File: config.mk
export PLATFORM = sky130hd
export DESIGN_NAME = quadrature_encoder_accelerated_unit
export DESIGN_NICKNAME = d
export VERILOG_FILES = /design/src/sv/qenc_pkg.sv /design/src/sv/qenc_div.sv /design/src/sv/qenc_dp.sv /design/src/sv/qenc_ctrl.sv /design/src/sv/qenc_cfg.sv /design/src/sv/quadrature_encoder_accelerated_unit.sv
export SDC_FILE = /design/constraint.sdc
export NUM_CORES = 1
export LEC_CHECK = 0
export BUFFER_PORTS_ARGS = -buffer_cell sky130_fd_sc_hd__buf_2
export CORE_MARGIN = 4
export CORE_UTILIZATION = 60
export CTS_CLUSTER_DIAMETER = 100
export DETAILED_ROUTE_END_ITERATION = 10
export GPL_TIMING_DRIVEN = 1
export PLACE_DENSITY_LB_ADDON = 0.25
export SETUP_SLACK_MARGIN = 0.3
export SYNTH_ARGS = -nofsm -noshare
export SYNTH_HDL_FRONTEND = slang
export SYNTH_SLANG_ARGS = --single-unit
File: constraint.sdc
create_clock -name clk_i -period 12.5 [get_ports clk_i]
set_input_delay 1.875 -clock clk_i [delete_from_list [all_inputs] [get_ports clk_i]]
set_output_delay 1.875 -clock clk_i [all_outputs]
set_load 0.1 [all_outputs]
File: src/sv/qenc_pkg.sv
// Shared types, codes and reset values for the quadrature encoder unit.
// Used by every module but the divider and checker; depends on nothing.
package qenc_pkg;

  localparam int unsigned INTERVAL_SAMPLES_DEF = 8;
  localparam int unsigned TIME_W = 32;
  localparam int unsigned ADDR_W = 5;
  localparam int unsigned DATA_W = 32;

  // Event source codes
  localparam logic [1:0] ACT_PHASE_A = 2'd0;
  localparam logic [1:0] ACT_PHASE_B = 2'd1;
  localparam logic [1:0] ACT_BUTTON  = 2'd2;

  // Direction codes
  localparam logic [1:0] DIR_NONE = 2'd0;
  localparam logic [1:0] DIR_CW   = 2'd1;
  localparam logic [1:0] DIR_CCW  = 2'd2;

  // Button edge codes
  localparam logic [1:0] EDGE_NONE = 2'd0;
  localparam logic [1:0] EDGE_RISE = 2'd1;
  localparam logic [1:0] EDGE_FALL = 2'd2;

  // Result event codes
  localparam logic [1:0] EVT_CW       = 2'd0;
  localparam logic [1:0] EVT_CCW      = 2'd1;
  localparam logic [1:0] EVT_PRESSED  = 2'd2;
  localparam logic [1:0] EVT_RELEASED = 2'd3;

  // Speed multipliers
  localparam logic [3:0] SPEED_1 = 4'd1;
  localparam logic [3:0] SPEED_2 = 4'd2;
  localparam logic [3:0] SPEED_4 = 4'd4;
  localparam logic [3:0] SPEED_8 = 4'd8;

  // Register indexes (byte address / 4)
  localparam logic [2:0] REG_REVERSAL = 3'd0;
  localparam logic [2:0] REG_FAST     = 3'd1;
  localparam logic [2:0] REG_MEDIUM   = 3'd2;
  localparam logic [2:0] REG_SLOW     = 3'd3;
  localparam logic [2:0] REG_HOLDOFF  = 3'd4;
  localparam logic [2:0] REG_START    = 3'd5;

  // Register reset values
  localparam logic [7:0]  RST_REVERSAL = 8'd2;
  localparam logic [15:0] RST_FAST     = 16'd20;
  localparam logic [15:0] RST_MEDIUM   = 16'd40;
  localparam logic [15:0] RST_SLOW     = 16'd80;
  localparam logic [15:0] RST_HOLDOFF  = 16'd500;
  localparam logic [31:0] RST_START    = 32'd0;

  typedef struct packed {
    logic [7:0]  reversal_steps;
    logic [15:0] fast_limit;
    logic [15:0] medium_limit;
    logic [15:0] slow_limit;
    logic [15:0] press_holdoff;
    logic [31:0] start_time;
  } cfg_t;

  typedef struct packed {
    logic load;
    logic eval;
    logic accum;
    logic div_start;
    logic set_speed;
    logic push;
  } cmd_t;

  typedef struct packed {
    logic need_avg;
    logic has_result;
    logic div_done;
  } sts_t;

endpackage

File: src/sv/qenc_div.sv
// Restoring serial divider, one quotient bit per cycle.
// Depends on nothing; used by the datapath to average the step intervals.
module qenc_div #(
  parameter int unsigned DIVIDEND_W = 36,
  parameter int unsigned DIVISOR_W  = 4
) (
  input  logic                  clk_i,
  input  logic                  rst_ni,
  input  logic                  start_i,
  input  logic [DIVIDEND_W-1:0] dividend_i,
  input  logic [DIVISOR_W-1:0]  divisor_i,
  output logic                  done_o,
  output logic [DIVIDEND_W-1:0] quotient_o
);

  localparam int unsigned CNT_W = $clog2(DIVIDEND_W + 1);

  logic [DIVIDEND_W-1:0] quo_q, quo_d;
  logic [DIVISOR_W-1:0]  rem_q, rem_d;
  logic [DIVISOR_W-1:0]  dvs_q;
  logic [CNT_W-1:0]      cnt_q, cnt_d;
  logic                  busy_q, busy_d;
  logic                  done_q, done_d;
  logic [DIVISOR_W:0]    shifted;
  logic [DIVISOR_W+1:0]  diff;
  logic                  qbit;

  assign shifted = {rem_q, quo_q[DIVIDEND_W-1]};
  assign diff    = {1'b0, shifted} - {2'b00, dvs_q};
  assign qbit    = ~diff[DIVISOR_W+1];

  always_comb begin
    quo_d  = quo_q;
    rem_d  = rem_q;
    cnt_d  = cnt_q;
    busy_d = busy_q;
    done_d = 1'b0;
    if (start_i) begin
      quo_d  = dividend_i;
      rem_d  = '0;
      cnt_d  = CNT_W'(DIVIDEND_W);
      busy_d = 1'b1;
    end else if (busy_q) begin
      quo_d = {quo_q[DIVIDEND_W-2:0], qbit};
      rem_d = qbit ? diff[DIVISOR_W-1:0] : shifted[DIVISOR_W-1:0];
      cnt_d = cnt_q - CNT_W'(1);
      if (cnt_q == CNT_W'(1)) begin
        busy_d = 1'b0;
        done_d = 1'b1;
      end
    end
  end

  always_ff @(posedge clk_i or negedge rst_ni) begin
    if (!rst_ni) begin
      busy_q <= 1'b0;
      done_q <= 1'b0;
      cnt_q  <= '0;
    end else begin
      busy_q <= busy_d;
      done_q <= done_d;
      cnt_q  <= cnt_d;
    end
  end

  always_ff @(posedge clk_i) begin
    quo_q <= quo_d;
    rem_q <= rem_d;
    if (start_i) begin
      dvs_q <= divisor_i;
    end
  end

  assign done_o     = done_q;
  assign quotient_o = quo_q;

endmodule

File: src/sv/qenc_dp.sv
// Datapath: quadrature decode, reversal hysteresis, interval ring, speed
// select, button filter and result register. Depends on qenc_pkg, qenc_div.
module qenc_dp #(
  parameter int unsigned INTERVAL_SAMPLES = qenc_pkg::INTERVAL_SAMPLES_DEF
) (
  input  logic                        clk_i,
  input  logic                        rst_ni,
  input  qenc_pkg::cfg_t              cfg_i,
  input  qenc_pkg::cmd_t              cmd_i,
  output qenc_pkg::sts_t              sts_o,
  input  logic [1:0]                  action_i,
  input  logic                        rising_i,
  input  logic                        phase_a_i,
  input  logic                        phase_b_i,
  input  logic [qenc_pkg::TIME_W-1:0] time_ms_i,
  output logic [1:0]                  event_res_o,
  output logic [3:0]                  step_speed_o
);

  localparam int unsigned TW     = qenc_pkg::TIME_W;
  localparam int unsigned FILL_W = $clog2(INTERVAL_SAMPLES + 1);
  localparam int unsigned POS_W  = (INTERVAL_SAMPLES > 1) ? $clog2(INTERVAL_SAMPLES) : 1;
  localparam int unsigned SUM_W  = TW + FILL_W;

  // Latched input word
  logic [1:0]    act_q;
  logic          rise_q, a_q, b_q;
  logic [TW-1:0] now_q;

  // Decoder state
  logic          last_a_q, last_b_q;
  logic [1:0]    dir_q;
  logic [7:0]    rev_cnt_q;
  logic [3:0]    speed_q;
  logic [1:0]    btn_q;
  logic [TW-1:0] prev_q;

  // Interval ring and running sum
  logic [TW-1:0]     ring_q [INTERVAL_SAMPLES];
  logic [POS_W-1:0]  pos_q, pos_next;
  logic [FILL_W-1:0] fill_q;
  logic [SUM_W-1:0]  sum_q;
  logic [TW-1:0]     dt_q, old_q;
  logic [1:0]        evt_q;
  logic [1:0]        out_evt_q;
  logic [3:0]        out_speed_q;

  logic [1:0]       step_dir, btn_edge, evt;
  logic             is_step, is_btn, same_dir, rev_accept, time_ok;
  logic             btn_new, btn_ok, fill_full;
  logic [8:0]       rev_next;
  logic [TW-1:0]    dt, since_start, old;
  logic             div_done;
  logic [SUM_W-1:0] avg;
  logic [3:0]       speed_sel;

  // Direction from the phase levels before and after the edge
  always_comb begin
    step_dir = qenc_pkg::DIR_NONE;
    if (act_q == qenc_pkg::ACT_PHASE_A && a_q != last_a_q) begin
      if (rise_q && a_q && !last_a_q) begin
        step_dir = b_q ? qenc_pkg::DIR_CW : qenc_pkg::DIR_CCW;
      end else if (!a_q && last_a_q) begin
        step_dir = b_q ? qenc_pkg::DIR_CCW : qenc_pkg::DIR_CW;
      end
    end else if (act_q == qenc_pkg::ACT_PHASE_B && b_q != last_b_q) begin
      if (rise_q && b_q && !last_b_q) begin
        step_dir = a_q ? qenc_pkg::DIR_CCW : qenc_pkg::DIR_CW;
      end else if (!b_q && last_b_q) begin
        step_dir = a_q ? qenc_pkg::DIR_CW : qenc_pkg::DIR_CCW;
      end
    end
  end

  assign is_step    = (step_dir != qenc_pkg::DIR_NONE);
  assign same_dir   = (dir_q == step_dir);
  assign rev_next   = {1'b0, rev_cnt_q} + 9'd1;
  assign rev_accept = rev_next > {1'b0, cfg_i.reversal_steps};
  assign time_ok    = now_q > prev_q;
  assign dt         = now_q - prev_q;

  assign is_btn      = (act_q == qenc_pkg::ACT_BUTTON);
  assign btn_edge    = rise_q ? qenc_pkg::EDGE_RISE : qenc_pkg::EDGE_FALL;
  assign btn_new     = (btn_edge != btn_q);
  assign since_start = now_q - cfg_i.start_time;
  assign btn_ok      = (now_q >= cfg_i.start_time) &&
                       (since_start > {16'd0, cfg_i.press_holdoff});

  assign fill_full = (fill_q == FILL_W'(INTERVAL_SAMPLES));
  // Below a full ring the slot at pos is logically empty
  assign old       = fill_full ? ring_q[pos_q] : '0;
  assign pos_next  = (pos_q == POS_W'(INTERVAL_SAMPLES - 1)) ? '0 : pos_q + POS_W'(1);

  always_comb begin
    if (is_btn) begin
      evt = rise_q ? qenc_pkg::EVT_RELEASED : qenc_pkg::EVT_PRESSED;
    end else begin
      evt = (step_dir == qenc_pkg::DIR_CW) ? qenc_pkg::EVT_CW : qenc_pkg::EVT_CCW;
    end
  end

  always_comb begin
    if (avg < {{(SUM_W-16){1'b0}}, cfg_i.fast_limit}) begin
      speed_sel = qenc_pkg::SPEED_8;
    end else if (avg < {{(SUM_W-16){1'b0}}, cfg_i.medium_limit}) begin
      speed_sel = qenc_pkg::SPEED_4;
    end else if (avg < {{(SUM_W-16){1'b0}}, cfg_i.slow_limit}) begin
      speed_sel = qenc_pkg::SPEED_2;
    end else begin
      speed_sel = qenc_pkg::SPEED_1;
    end
  end

  qenc_div #(
    .DIVIDEND_W (SUM_W),
    .DIVISOR_W  (FILL_W)
  ) u_div (
    .clk_i      (clk_i),
    .rst_ni     (rst_ni),
    .start_i    (cmd_i.div_start),
    .dividend_i (sum_q),
    .divisor_i  (fill_q),
    .done_o     (div_done),
    .quotient_o (avg)
  );

  assign sts_o.need_avg   = is_step && same_dir && time_ok;
  assign sts_o.has_result = (is_btn && btn_new && btn_ok) ||
                            (is_step && (same_dir || rev_accept));
  assign sts_o.div_done   = div_done;

  always_ff @(posedge clk_i or negedge rst_ni) begin
    if (!rst_ni) begin
      last_a_q  <= 1'b0;
      last_b_q  <= 1'b0;
      dir_q     <= qenc_pkg::DIR_NONE;
      rev_cnt_q <= '0;
      speed_q   <= qenc_pkg::SPEED_1;
      btn_q     <= qenc_pkg::EDGE_NONE;
      prev_q    <= '0;
      pos_q     <= '0;
      fill_q    <= '0;
      sum_q     <= '0;
    end else begin
      if (cmd_i.eval) begin
        if (act_q == qenc_pkg::ACT_PHASE_A || act_q == qenc_pkg::ACT_PHASE_B) begin
          last_a_q <= a_q;
          last_b_q <= b_q;
        end
        if (is_btn && btn_new) begin
          btn_q <= btn_edge;
        end
        if (is_step) begin
          prev_q <= now_q;
          if (same_dir) begin
            if (!time_ok) begin
              speed_q <= qenc_pkg::SPEED_1;
            end else begin
              pos_q <= pos_next;
              if (!fill_full) begin
                fill_q <= fill_q + FILL_W'(1);
              end
            end
          end else if (rev_accept) begin
            rev_cnt_q <= '0;
            dir_q     <= step_dir;
            speed_q   <= qenc_pkg::SPEED_1;
            pos_q     <= '0;
            fill_q    <= '0;
            sum_q     <= '0;
          end else begin
            rev_cnt_q <= rev_next[7:0];
          end
        end
      end
      if (cmd_i.accum) begin
        sum_q <= sum_q - {{FILL_W{1'b0}}, old_q} + {{FILL_W{1'b0}}, dt_q};
      end
      if (cmd_i.set_speed) begin
        speed_q <= speed_sel;
      end
    end
  end

  always_ff @(posedge clk_i) begin
    if (cmd_i.load) begin
      act_q  <= action_i;
      rise_q <= rising_i;
      a_q    <= phase_a_i;
      b_q    <= phase_b_i;
      now_q  <= time_ms_i;
    end
    if (cmd_i.eval) begin
      evt_q <= evt;
      dt_q  <= dt;
      old_q <= old;
      if (is_step && same_dir && time_ok) begin
        ring_q[pos_q] <= dt;
      end
    end
    if (cmd_i.push) begin
      out_evt_q   <= evt_q;
      out_speed_q <= speed_q;
    end
  end

  assign event_res_o  = out_evt_q;
  assign step_speed_o = out_speed_q;

endmodule

File: src/sv/qenc_ctrl.sv
// Controller: sequences load and evaluate for each word, plus average and
// push where needed, and owns the output valid flag. Depends on qenc_pkg.
module qenc_ctrl (
  input  logic           clk_i,
  input  logic           rst_ni,
  input  logic           in_valid_i,
  output logic           in_stall_o,
  output logic           out_valid_o,
  input  logic           out_stall_i,
  input  qenc_pkg::sts_t sts_i,
  output qenc_pkg::cmd_t cmd_o
);

  typedef enum logic [5:0] {
    ST_IDLE  = 6'b000001,
    ST_EVAL  = 6'b000010,
    ST_ACC   = 6'b000100,
    ST_START = 6'b001000,
    ST_DIV   = 6'b010000,
    ST_PUSH  = 6'b100000
  } state_e;

  state_e state_q, state_d;
  logic   out_valid_q, out_valid_d;
  logic   slot_free;

  assign slot_free = !out_valid_q || !out_stall_i;

  always_comb begin
    state_d = state_q;
    cmd_o   = '0;
    case (state_q)
      ST_IDLE: begin
        if (in_valid_i) begin
          cmd_o.load = 1'b1;
          state_d    = ST_EVAL;
        end
      end
      ST_EVAL: begin
        cmd_o.eval = 1'b1;
        if (sts_i.need_avg) begin
          state_d = ST_ACC;
        end else if (sts_i.has_result) begin
          state_d = ST_PUSH;
        end else begin
          state_d = ST_IDLE;
        end
      end
      ST_ACC: begin
        cmd_o.accum = 1'b1;
        state_d     = ST_START;
      end
      ST_START: begin
        cmd_o.div_start = 1'b1;
        state_d         = ST_DIV;
      end
      ST_DIV: begin
        if (sts_i.div_done) begin
          cmd_o.set_speed = 1'b1;
          state_d         = ST_PUSH;
        end
      end
      ST_PUSH: begin
        if (slot_free) begin
          cmd_o.push = 1'b1;
          state_d    = ST_IDLE;
        end
      end
      default: state_d = ST_IDLE;
    endcase
  end

  always_comb begin
    out_valid_d = out_valid_q;
    if (cmd_o.push) begin
      out_valid_d = 1'b1;
    end else if (!out_stall_i) begin
      out_valid_d = 1'b0;
    end
  end

  always_ff @(posedge clk_i or negedge rst_ni) begin
    if (!rst_ni) begin
      state_q     <= ST_IDLE;
      out_valid_q <= 1'b0;
    end else begin
      state_q     <= state_d;
      out_valid_q <= out_valid_d;
    end
  end

  assign in_stall_o  = (state_q != ST_IDLE);
  assign out_valid_o = out_valid_q;

endmodule

File: src/sv/qenc_cfg.sv
// APB-style register file for the encoder limits and start time.
// Depends on qenc_pkg.
module qenc_cfg (
  input  logic                        clk_i,
  input  logic                        rst_ni,
  input  logic                        psel,
  input  logic                        penable,
  input  logic                        pwrite,
  input  logic [qenc_pkg::ADDR_W-1:0] paddr,
  input  logic [qenc_pkg::DATA_W-1:0] pwdata,
  output logic [qenc_pkg::DATA_W-1:0] prdata,
  output logic                        pready,
  output qenc_pkg::cfg_t              cfg_o
);

  qenc_pkg::cfg_t cfg_q;
  logic [2:0]     idx;
  logic           wr_en;

  assign idx    = paddr[qenc_pkg::ADDR_W-1:2];
  assign wr_en  = psel & penable & pwrite;
  assign pready = 1'b1;

  always_ff @(posedge clk_i or negedge rst_ni) begin
    if (!rst_ni) begin
      cfg_q.reversal_steps <= qenc_pkg::RST_REVERSAL;
      cfg_q.fast_limit     <= qenc_pkg::RST_FAST;
      cfg_q.medium_limit   <= qenc_pkg::RST_MEDIUM;
      cfg_q.slow_limit     <= qenc_pkg::RST_SLOW;
      cfg_q.press_holdoff  <= qenc_pkg::RST_HOLDOFF;
      cfg_q.start_time     <= qenc_pkg::RST_START;
    end else if (wr_en) begin
      case (idx)
        qenc_pkg::REG_REVERSAL: cfg_q.reversal_steps <= pwdata[7:0];
        qenc_pkg::REG_FAST:     cfg_q.fast_limit     <= pwdata[15:0];
        qenc_pkg::REG_MEDIUM:   cfg_q.medium_limit   <= pwdata[15:0];
        qenc_pkg::REG_SLOW:     cfg_q.slow_limit     <= pwdata[15:0];
        qenc_pkg::REG_HOLDOFF:  cfg_q.press_holdoff  <= pwdata[15:0];
        qenc_pkg::REG_START:    cfg_q.start_time     <= pwdata;
        default: ;
      endcase
    end
  end

  always_comb begin
    case (idx)
      qenc_pkg::REG_REVERSAL: prdata = {24'd0, cfg_q.reversal_steps};
      qenc_pkg::REG_FAST:     prdata = {16'd0, cfg_q.fast_limit};
      qenc_pkg::REG_MEDIUM:   prdata = {16'd0, cfg_q.medium_limit};
      qenc_pkg::REG_SLOW:     prdata = {16'd0, cfg_q.slow_limit};
      qenc_pkg::REG_HOLDOFF:  prdata = {16'd0, cfg_q.press_holdoff};
      qenc_pkg::REG_START:    prdata = cfg_q.start_time;
      default:                prdata = '0;
    endcase
  end

  assign cfg_o = cfg_q;

endmodule

File: src/sv/quadrature_encoder_accelerated_unit.sv
// Rotary quadrature encoder decoder with reversal hysteresis and acceleration.
// Top level; depends on qenc_pkg, qenc_cfg, qenc_ctrl, qenc_dp (and qenc_div).
//
// Usage:
//   Input channel (in_valid_i / in_stall_o): one word per pin edge event,
//   action_i selects phase A, phase B or the button, with the new phase
//   levels, the edge kind and a millisecond timestamp. A word is taken at a
//   clock edge where in_valid_i is high and in_stall_o is low.
//   Output channel (out_valid_o / out_stall_i): zero or one result word per
//   input word, event_res_o (cw, ccw, pressed, released) and step_speed_o.
//   The result sits in an output register, so the next input word is taken
//   while an earlier result still waits for the receiver.
//   Timing: one word is worked on at a time. A step in the held direction
//   with a rising timestamp runs the interval average through the serial
//   divider, one quotient bit a cycle, after the evaluate and accumulate
//   states and before the push state. Other words with a result go from
//   evaluate straight to push; words without one go back to idle.
//   Reset: registers return to their defaults, direction is none, speed 1,
//   ring empty. A stalled receiver holds the result word and, once the next
//   result is ready, holds the block in its push state. The user writes the
//   APB-style port registers only while idle; the block does not enforce it.
module quadrature_encoder_accelerated_unit #(
  parameter int unsigned INTERVAL_SAMPLES = qenc_pkg::INTERVAL_SAMPLES_DEF
) (
  input  logic                        clk_i,
  input  logic                        rst_ni,
  // configuration
  input  logic                        psel,
  input  logic                        penable,
  input  logic                        pwrite,
  input  logic [qenc_pkg::ADDR_W-1:0] paddr,
  input  logic [qenc_pkg::DATA_W-1:0] pwdata,
  output logic [qenc_pkg::DATA_W-1:0] prdata,
  output logic                        pready,
  // input channel
  input  logic                        in_valid_i,
  output logic                        in_stall_o,
  input  logic [1:0]                  action_i,
  input  logic                        rising_i,
  input  logic                        phase_a_i,
  input  logic                        phase_b_i,
  input  logic [qenc_pkg::TIME_W-1:0] time_ms_i,
  // output channel
  output logic                        out_valid_o,
  input  logic                        out_stall_i,
  output logic [1:0]                  event_res_o,
  output logic [3:0]                  step_speed_o
);

  qenc_pkg::cfg_t cfg;
  qenc_pkg::cmd_t cmd;
  qenc_pkg::sts_t sts;

  // Register file: limits, holdoff and start time
  qenc_cfg u_cfg (
    .clk_i   (clk_i),
    .rst_ni  (rst_ni),
    .psel    (psel),
    .penable (penable),
    .pwrite  (pwrite),
    .paddr   (paddr),
    .pwdata  (pwdata),
    .prdata  (prdata),
    .pready  (pready),
    .cfg_o   (cfg)
  );

  // Sequencer: accept, evaluate, average, push
  qenc_ctrl u_ctrl (
    .clk_i       (clk_i),
    .rst_ni      (rst_ni),
    .in_valid_i  (in_valid_i),
    .in_stall_o  (in_stall_o),
    .out_valid_o (out_valid_o),
    .out_stall_i (out_stall_i),
    .sts_i       (sts),
    .cmd_o       (cmd)
  );

  // Decode, hysteresis, interval ring and result register
  qenc_dp #(
    .INTERVAL_SAMPLES (INTERVAL_SAMPLES)
  ) u_dp (
    .clk_i        (clk_i),
    .rst_ni       (rst_ni),
    .cfg_i        (cfg),
    .cmd_i        (cmd),
    .sts_o        (sts),
    .action_i     (action_i),
    .rising_i     (rising_i),
    .phase_a_i    (phase_a_i),
    .phase_b_i    (phase_b_i),
    .time_ms_i    (time_ms_i),
    .event_res_o  (event_res_o),
    .step_speed_o (step_speed_o)
  );

endmodule

==> summary.md, run 1 <==
| Metric | Value |
|---|---|
| Reg2reg end | u_ctrl.state_q[5]$_DFFE_PN0P_ |
| Deepest clock path buffer count | 3 |
| FMAX | 145 MHz |
| Synth Warn # | 0 |
| # H-tree levels | 3 |
| Layout cells sized above 1 | 13.7% |
| Worst slew pin tran | 1300 ps |
| HPWL after DPL | 56,200 µm |
| Final period utilization | 55.1% |
| Final Hold Viols | 0 |
| # IOs | 122 |
| Total die area | 57,700 µm² |
| # resized after CTS | 0 |
| DRT iter0 DRCs | 2,254 |
| # Max-Cap Violations | 0 |
| Tmin final | 6890 ps |
| Mapped Area | 32,400 µm² |
| GR Overflow Total | 0 |
| Slew HR | 12.9% |
| Fin nets | 3,202 |
| CTS tree | built |
| Tot Pwr | 0.00776 W |
| Required @ worst endpoint | 10,620 ps |
| Setup TNS Final | 0 ps |
| CTS root buffer | clkbuf_16 |
| Register area share after synthesis | 54.3% |
| Initial Util | 61.1% |
| VDD IR-drop max | 131 µV |
| FF-to-FF Start | u_dp.now_q[1]$_DFFE_PP_ |
| Vias | 22,100 |
| Number of synthesized flops with an enable pin | 405 |
| Post-detailed-route count of antenna-violating nets | 0 |
| Clk_lat worst skew | 630 ps |
| Drt first pass iters | 6 |
| Cell taking the most area after synthesis | edfxtp_1 |
| Fillers | 3,764 |
| Area Growth Syn to Fin | 11.2% |
| Drt drc | 0 |
| Cts bufs inserted | 66 |
| Vias in the first global route | 22,200 |
| Count leader, synth | edfxtp_1 |
| Leakage | 14.7 nW |
| Critical Path AT | 5010 ps |
| Synth area leaders | edfxtp_1 38%, dfrtp_1 15%, ha_1 7.0% |
| Slowest CP cell | buf_2 |
| Most frequent CP cell | buf_2 |
| Clock sink total | 621 |
| CP Max Fanout | 51 |
| Worst hold start | u_dp.speed_q[2]$_DFFE_PN0P_ |
| Drt wl/cell | 22.1 µm |
| Port bufs | 118 |
| Global-route wire length before repair | 126,000 µm |
| Final Wtd Congestion | 0.908 |
| PwrDens | 216 nW/µm² |
| Crit Path Class | in2out |
| Unrepaired setup endpoints after global routing | no |
| CP bufs+invs | 2 |
| Worst Hold Path EP | u_dp.step_speed_o[2]$_DFFE_PP_ |
| Hold_buf cts | 0 |
| Mapped Cells | 2,788 |
| Aggregate global-route resource usage | 28.5% |
| Die width | 240 µm |
| Ys flop type | edfxtp_1 |
| Via density per instance | 6.07 |
| Synth cell count leaders | 405 x edfxtp_1, 312 x inv_1, 292 x nand2_1, 262 x o21ai_0, 197 x dfrtp_1 |
| Status | completed |
| Synth Net Count | 3,086 |
| Setup crit end kind | output port |
| Largest stage delay, worst path | 820 ps |
| Worst path top cell family by delay | simple AND/OR/NAND/NOR gates |
| Syn Area/Cell | 11.6 µm² |
| Reg clk slew, reported paths | 60 ps |
| Library cells used by synthesis | 92 |
| Post-CTS Setup Inserts | 0 |
| Critical path cell sequence | buf_2 -> nor2b_1 -> nand2_1 -> nor2_1 -> buf_2 |
| Top-area cell type share of the netlist area | 37.6% |
| Hold path cells | 0 |
| Yosys reg bits | 621 |
| Skew final | 39.5 ps |
| Crit path launch type | input pin |
| Core Box Area | 53,000 µm² |
| Ys async rst share | 34.1% |
| Site row count | 84 |
| Final setup fails | 0 |
| R2R cell count | 20 |
| R2R setup slack | 7490 ps |
| DRT Wirelength | 80,600 µm |
| Max Slew Vio Count | 0 |
| Initial antenna violation count | 0 |
| Die Y-Extent | 240 µm |
| Hold crit path type | reg2reg |
| Pin count of the biggest net entering global routing | 83 |
[cell families after synthesis]
| kind of cell | Yosys count | synth area share [%] |
|---|---|---|
| compound gates | 630 | 12.4 |
| flops | 621 | 54.3 |
| other cells | 1 | 0.0116 |
| simple gates | 666 | 9.31 |
| mux | 160 | 7.65 |
| fa+ha+maj | 217 | 9.20 |
| buf+inv | 405 | 4.76 |
| xor+xnor | 88 | 2.38 |
[worst max-delay path by stage]
stage / slack, ps / depth (start not counted) / start / to
6_report: 5610 / 5 / paddr[2] / prdata[25]
5_1_grt: 5400 / 5 / paddr[2] / prdata[29]
4_1_cts: 5620 / 5 / paddr[2] / prdata[27]
3_5_place_dp: 5640 / 5 / paddr[2] / prdata[27]
3_3_place_gp: 5730 / 5 / paddr[2] / prdata[29]
2_1_floorplan: 5560 / 5 / paddr[2] / prdata[2]
[layout make-up]
| type | count | area [µm²] | share of cell area (%) |
|---|---|---|---|
| well taps | 688 | 861 | 2.39 |
| inverters | 312 | 1170 | 3.26 |
| multi-input cells | 1762 | 13300 | 37.0 |
| diodes | 1 | 2.50 | 0.00696 |
| clock inverters | 39 | 536 | 1.49 |
| repair buffers | 141 | 773 | 2.15 |
| flip-flops and latches | 621 | 17600 | 48.9 |
| clock buffers | 81 | 1740 | 4.84 |
[per-stage QoR]
step	std cells	utilization (%)	hold WS [ps]	instance area (µm²)	setup slack (ps)
after floorplan	2788	-	400	32400	5560
after detailed placement	3524	63.6	442	33700	5640
after global routing	3644	67.9	462	36000	5400
final	3645	67.9	451	36000	5610
after CTS	3644	67.9	447	36000	5620
after global placement	3524	63.6	438	33700	5730
[registers in the layout (all words and copies together), names as in the netlist, 8 cells and up]
signal and flops:
u_dp.prev_q 32, u_dp.ring_q 256, u_dp.old_q 32, u_dp.dt_q 32, u_dp.now_q 32, u_dp.rev_cnt_q 8, u_dp.sum_q 36, u_cfg.cfg_o 104
u_dp.u_div.quotient_o 36
[report_power, final]
group	total [W]	internal (W)	switching, W	leakage [nW]
clock	0.00203	0.00118	0.000846	1.10
sequential	0.00291	0.00276	0.000145	6.38
combinational	0.00283	0.000983	0.00184	7.26
total	0.00776	0.00493	0.00284	14.7
[routing by layer]
metal / vias to the layer above / wire length (µm) / track usage [%]
li1: 10200 / - / -
met3: 165 / 5060 / 4.09
met2: 780 / 38000 / 45.9
met4: 0 / 2980 / 9.62
met1: 10900 / 34600 / 40.4
met5: - / 0 / 0
[worst register-to-register path, cell delays in order (launching register included)]
cell,delay (ps)
edfxtp_1,490
ha_1,340
nor2b_4,140
o31a_1,290
o32a_1,400
a31o_4,290
and2_1,190
a21o_1,190
a21oi_1,160
xnor2_1,170
ha_1,290
a21o_1,160
a21o_1,170
a221oi_1,280
o21ai_0,140
a21oi_1,150
a21oi_1,110
nor4_1,250
and4_1,400
and4_1,240
nor2_1,50
[layout by cell type (no fill, tap or decap), drive strengths merged, types with 74 or more instances in the layout]
master and instances:
buf 141, dfrtp 197, inv 313, ha 182, nor2 173, clkbuf 81, o21ai 268, a21o 74
a21oi 100, edfxtp 405, nand2 293
Note: power is estimated with default switching activity, not from simulation.
==> run 2, diff against run 1 <==
==> constraint.sdc (replaced) <==
create_clock -name clk_i -period 6.7 [get_ports clk_i]
set_input_delay 1.005 -clock clk_i [delete_from_list [all_inputs] [get_ports clk_i]]
set_output_delay 1.005 -clock clk_i [all_outputs]
set_load 0.1 [all_outputs]
==> summary.md, run 2 (synthesized netlist as in run 1, its figures left out) <==
| Metric | Value |
|---|---|
| Setup WS pre-CTS | 1880 ps (was 5640 ps) |
| Slowest CP cell | dfrtp_1 (was buf_2) |
| # resized after CTS | 0 (unchanged) |
| Commonest non-fill, non-tap cells in the layout | 405 x edfxtp_1, 311 x inv_1, 292 x nand2_1, 262 x o21ai_0, 194 x dfrtp_1 (unchanged) |
| Port bufs | 118 (unchanged) |
| Global-route wire length before repair | 126,000 µm (about the same) |
| Gr busiest metal | met2 (unchanged) |
| Critical Path AT | 5380 ps (was 5010 ps) |
| Slew HR | 7.32% (was 12.9%) |
| Initial antenna violation count | 1 (was 0) |
| Die Y-Extent | 240 µm (unchanged) |
| HPWL after DPL | 56,600 µm (was 56,200 µm) |
| DRT Wirelength | 81,500 µm (was 80,600 µm) |
| Final setup fails | 0 (unchanged) |
| CP Max Fanout | 4 (was 51) |
| Largest reg by FF count | u_dp.ring_q (unchanged) |
| # IOs | 122 (unchanged) |
| Pin count of the biggest net entering global routing | 77 (was 83) |
| Cell count after placement | 3,527 (was 3,524) |
| Vias in the first global route | 21,900 (was 22,200) |
| DRT iter0 DRCs | 2,105 (was 2,254) |
| Die width | 240 µm (unchanged) |
| Dpl cell area | 33,700 µm² (about the same) |
| Final Hold Viols | 0 (unchanged) |
| # H-tree levels | 3 (unchanged) |
| Setup crit end kind | flip-flop (was output port) |
| Global-route met1 utilization | 40.7% (was 40.4%) |
| Fillers | 3,836 (was 3,764) |
| Site row count | 84 (unchanged) |
| VDD IR-drop max | 341 µV (was 131 µV) |
| CP bufs+invs | 1 (was 2) |
| Worst path top cell family by delay | compound AO/OA/AOI/OAI gates (was simple AND/OR/NAND/NOR gates) |
| # Max-Cap Violations | 0 (unchanged) |
| Hold crit path type | in2async (was reg2reg) |
| Tmin final | 4880 ps |
| PwrDens | 399 nW/µm² (was 216 nW/µm²) |
| Drt drc | 0 (unchanged) |
| Layout cells sized above 1 | 13.7% (about the same) |
| N_diodes | 0 (was 1) |
| Core Box Area | 53,000 µm² (unchanged) |
| Met3 GRT Util | 5.18% (was 4.09%) |
| Cts bufs inserted | 67 (was 66) |
| Deepest clock path buffer count | 3 (unchanged) |
| FF+latch area | 17,600 µm² (unchanged) |
| Vias | 22,100 (about the same) |
| FMAX | 205 MHz |
| Max Slew Vio Count | 0 (unchanged) |
| Critical path cell sequence | inv_1 -> ha_1 -> nor2b_4 -> o31a_1 -> o32a_1 -> a31o_4 -> and2_1 -> a21o_1 -> a21oi_1 -> xnor2_1 -> ha_1 -> a21o_1 -> a21o_1 -> a221oi_1 -> o21ai_0 -> a21oi_1 -> a21oi_1 -> nor4_1 -> and4_1 -> and4_1 -> nor2_1 (was buf_2 -> nor2b_1 -> nand2_1 -> nor2_1 -> buf_2) |
| Post-route cell area | 35,900 µm² (was 36,000 µm²) |
| Area Growth Syn to Fin | 10.9% (was 11.2%) |
| Footprint of the multi-input gates | 13,300 µm² (unchanged) |
| Unrepaired setup endpoints after global routing | no (unchanged) |
| Hold_buf cts | 0 (unchanged) |
| Drt wl/cell | 22.3 µm (was 22.1 µm) |
| Post-Layout Cell Count | 3,649 (was 3,645) |
| Status | completed (unchanged) |
| Post-CTS Setup Inserts | 0 (unchanged) |
| Setup ws final | 1820 ps (was 5610 ps) |
| Reg clk slew, reported paths | 60 ps (about the same) |
| CTS root buffer | clkbuf_16 (unchanged) |
| Final Wtd Congestion | 0.944 (was 0.908) |
| Crit Path Class | reg2reg (was in2out) |
| Clock sink total | 621 (unchanged) |
| Clk_lat worst skew | 620 ps (was 630 ps) |
| Aggregate global-route resource usage | 28.6% (was 28.5%) |
| Fin nets | 3,206 (was 3,202) |
| Crit path launch type | flip-flop (was input pin) |
| Leakage | 14.7 nW (about the same) |
| Hold WS | 354 ps (was 451 ps) |
| Worst slew pin tran | 1380 ps (was 1300 ps) |
| Required @ worst endpoint | 7200 ps (was 10,620 ps) |
| Final period utilization | 72.9% |
| Total die area | 57,700 µm² (unchanged) |
| Setup TNS Final | 0 ps (unchanged) |
| Largest stage delay, worst path | 400 ps (was 820 ps) |
| Commonest non-fill, non-tap cell in the layout | edfxtp_1 (unchanged) |
| Post-detailed-route count of antenna-violating nets | 0 (unchanged) |
| Largest register FFs | 256 (unchanged) |
| Initial Util | 61.1% (unchanged) |
| GR Overflow Total | 0 (unchanged) |
| Drt first pass iters | 6 (unchanged) |
| Met2 GRT Util | 45.5% (was 45.9%) |
| Via density per instance | 6.06 (was 6.07) |
| CTS tree | built (unchanged) |
| Skew final | 20.5 ps (was 39.5 ps) |
## run 2: cell type report
cell class,instances,share of cell area [%]
tap,688,2.40
clock buffer,90,5.06
multi-input combinational,1762,37.1
inverter,312,3.27
sequential,621,49.0
timing repair buffer,144,2.22
clock inverter,32,0.952
## run 2: per-stage QoR
step                      total power [W]  utilization, %
after floorplan                   0.00915               -
after global placement             0.0105            63.6
after detailed placement           0.0107            63.6
after CTS                          0.0143            67.7
after global routing               0.0151            67.7
final                              0.0143            67.7
## run 2: final timing paths
check / from / endpoint / slack (ps) / cells past startpoint
min reg2reg: u_dp.speed_q[3]$_DFFE_PN0P_ / u_dp.step_speed_o[3]$_DFFE_PP_ / 470 / 0
min in group clk_i: u_dp.speed_q[3]$_DFFE_PN0P_ / u_dp.step_speed_o[3]$_DFFE_PP_ / 470 / 0
max reg2reg: u_cfg.cfg_o[1]$_DFFE_PN0P_ / u_ctrl.state_q[5]$_DFFE_PN0P_ / 1820 / 21
max in group asynchronous: rst_ni / u_dp.pos_q[0]$_DFFE_PN0P_ / 4860 / 2
max: u_cfg.cfg_o[1]$_DFFE_PN0P_ / u_ctrl.state_q[5]$_DFFE_PN0P_ / 1820 / 21
min: rst_ni / u_cfg.cfg_o[65]$_DFFE_PN0P_ / 350 / 1
## run 2: power by group
part	internal, W	switching [W]	total (W)
logic	0.00183	0.00343	0.00526
clock network	0.00209	0.00155	0.00364
registers	0.00515	0.000274	0.00543
## run 2: metal layers
metal	wire length, µm	part of all wire, %	up-vias
met2	38300	47	785
met1	35300	43	10900
met5	0	0	-
met4	2570	3.2	0
met3	5360	6.6	156
li1	-	-	10200
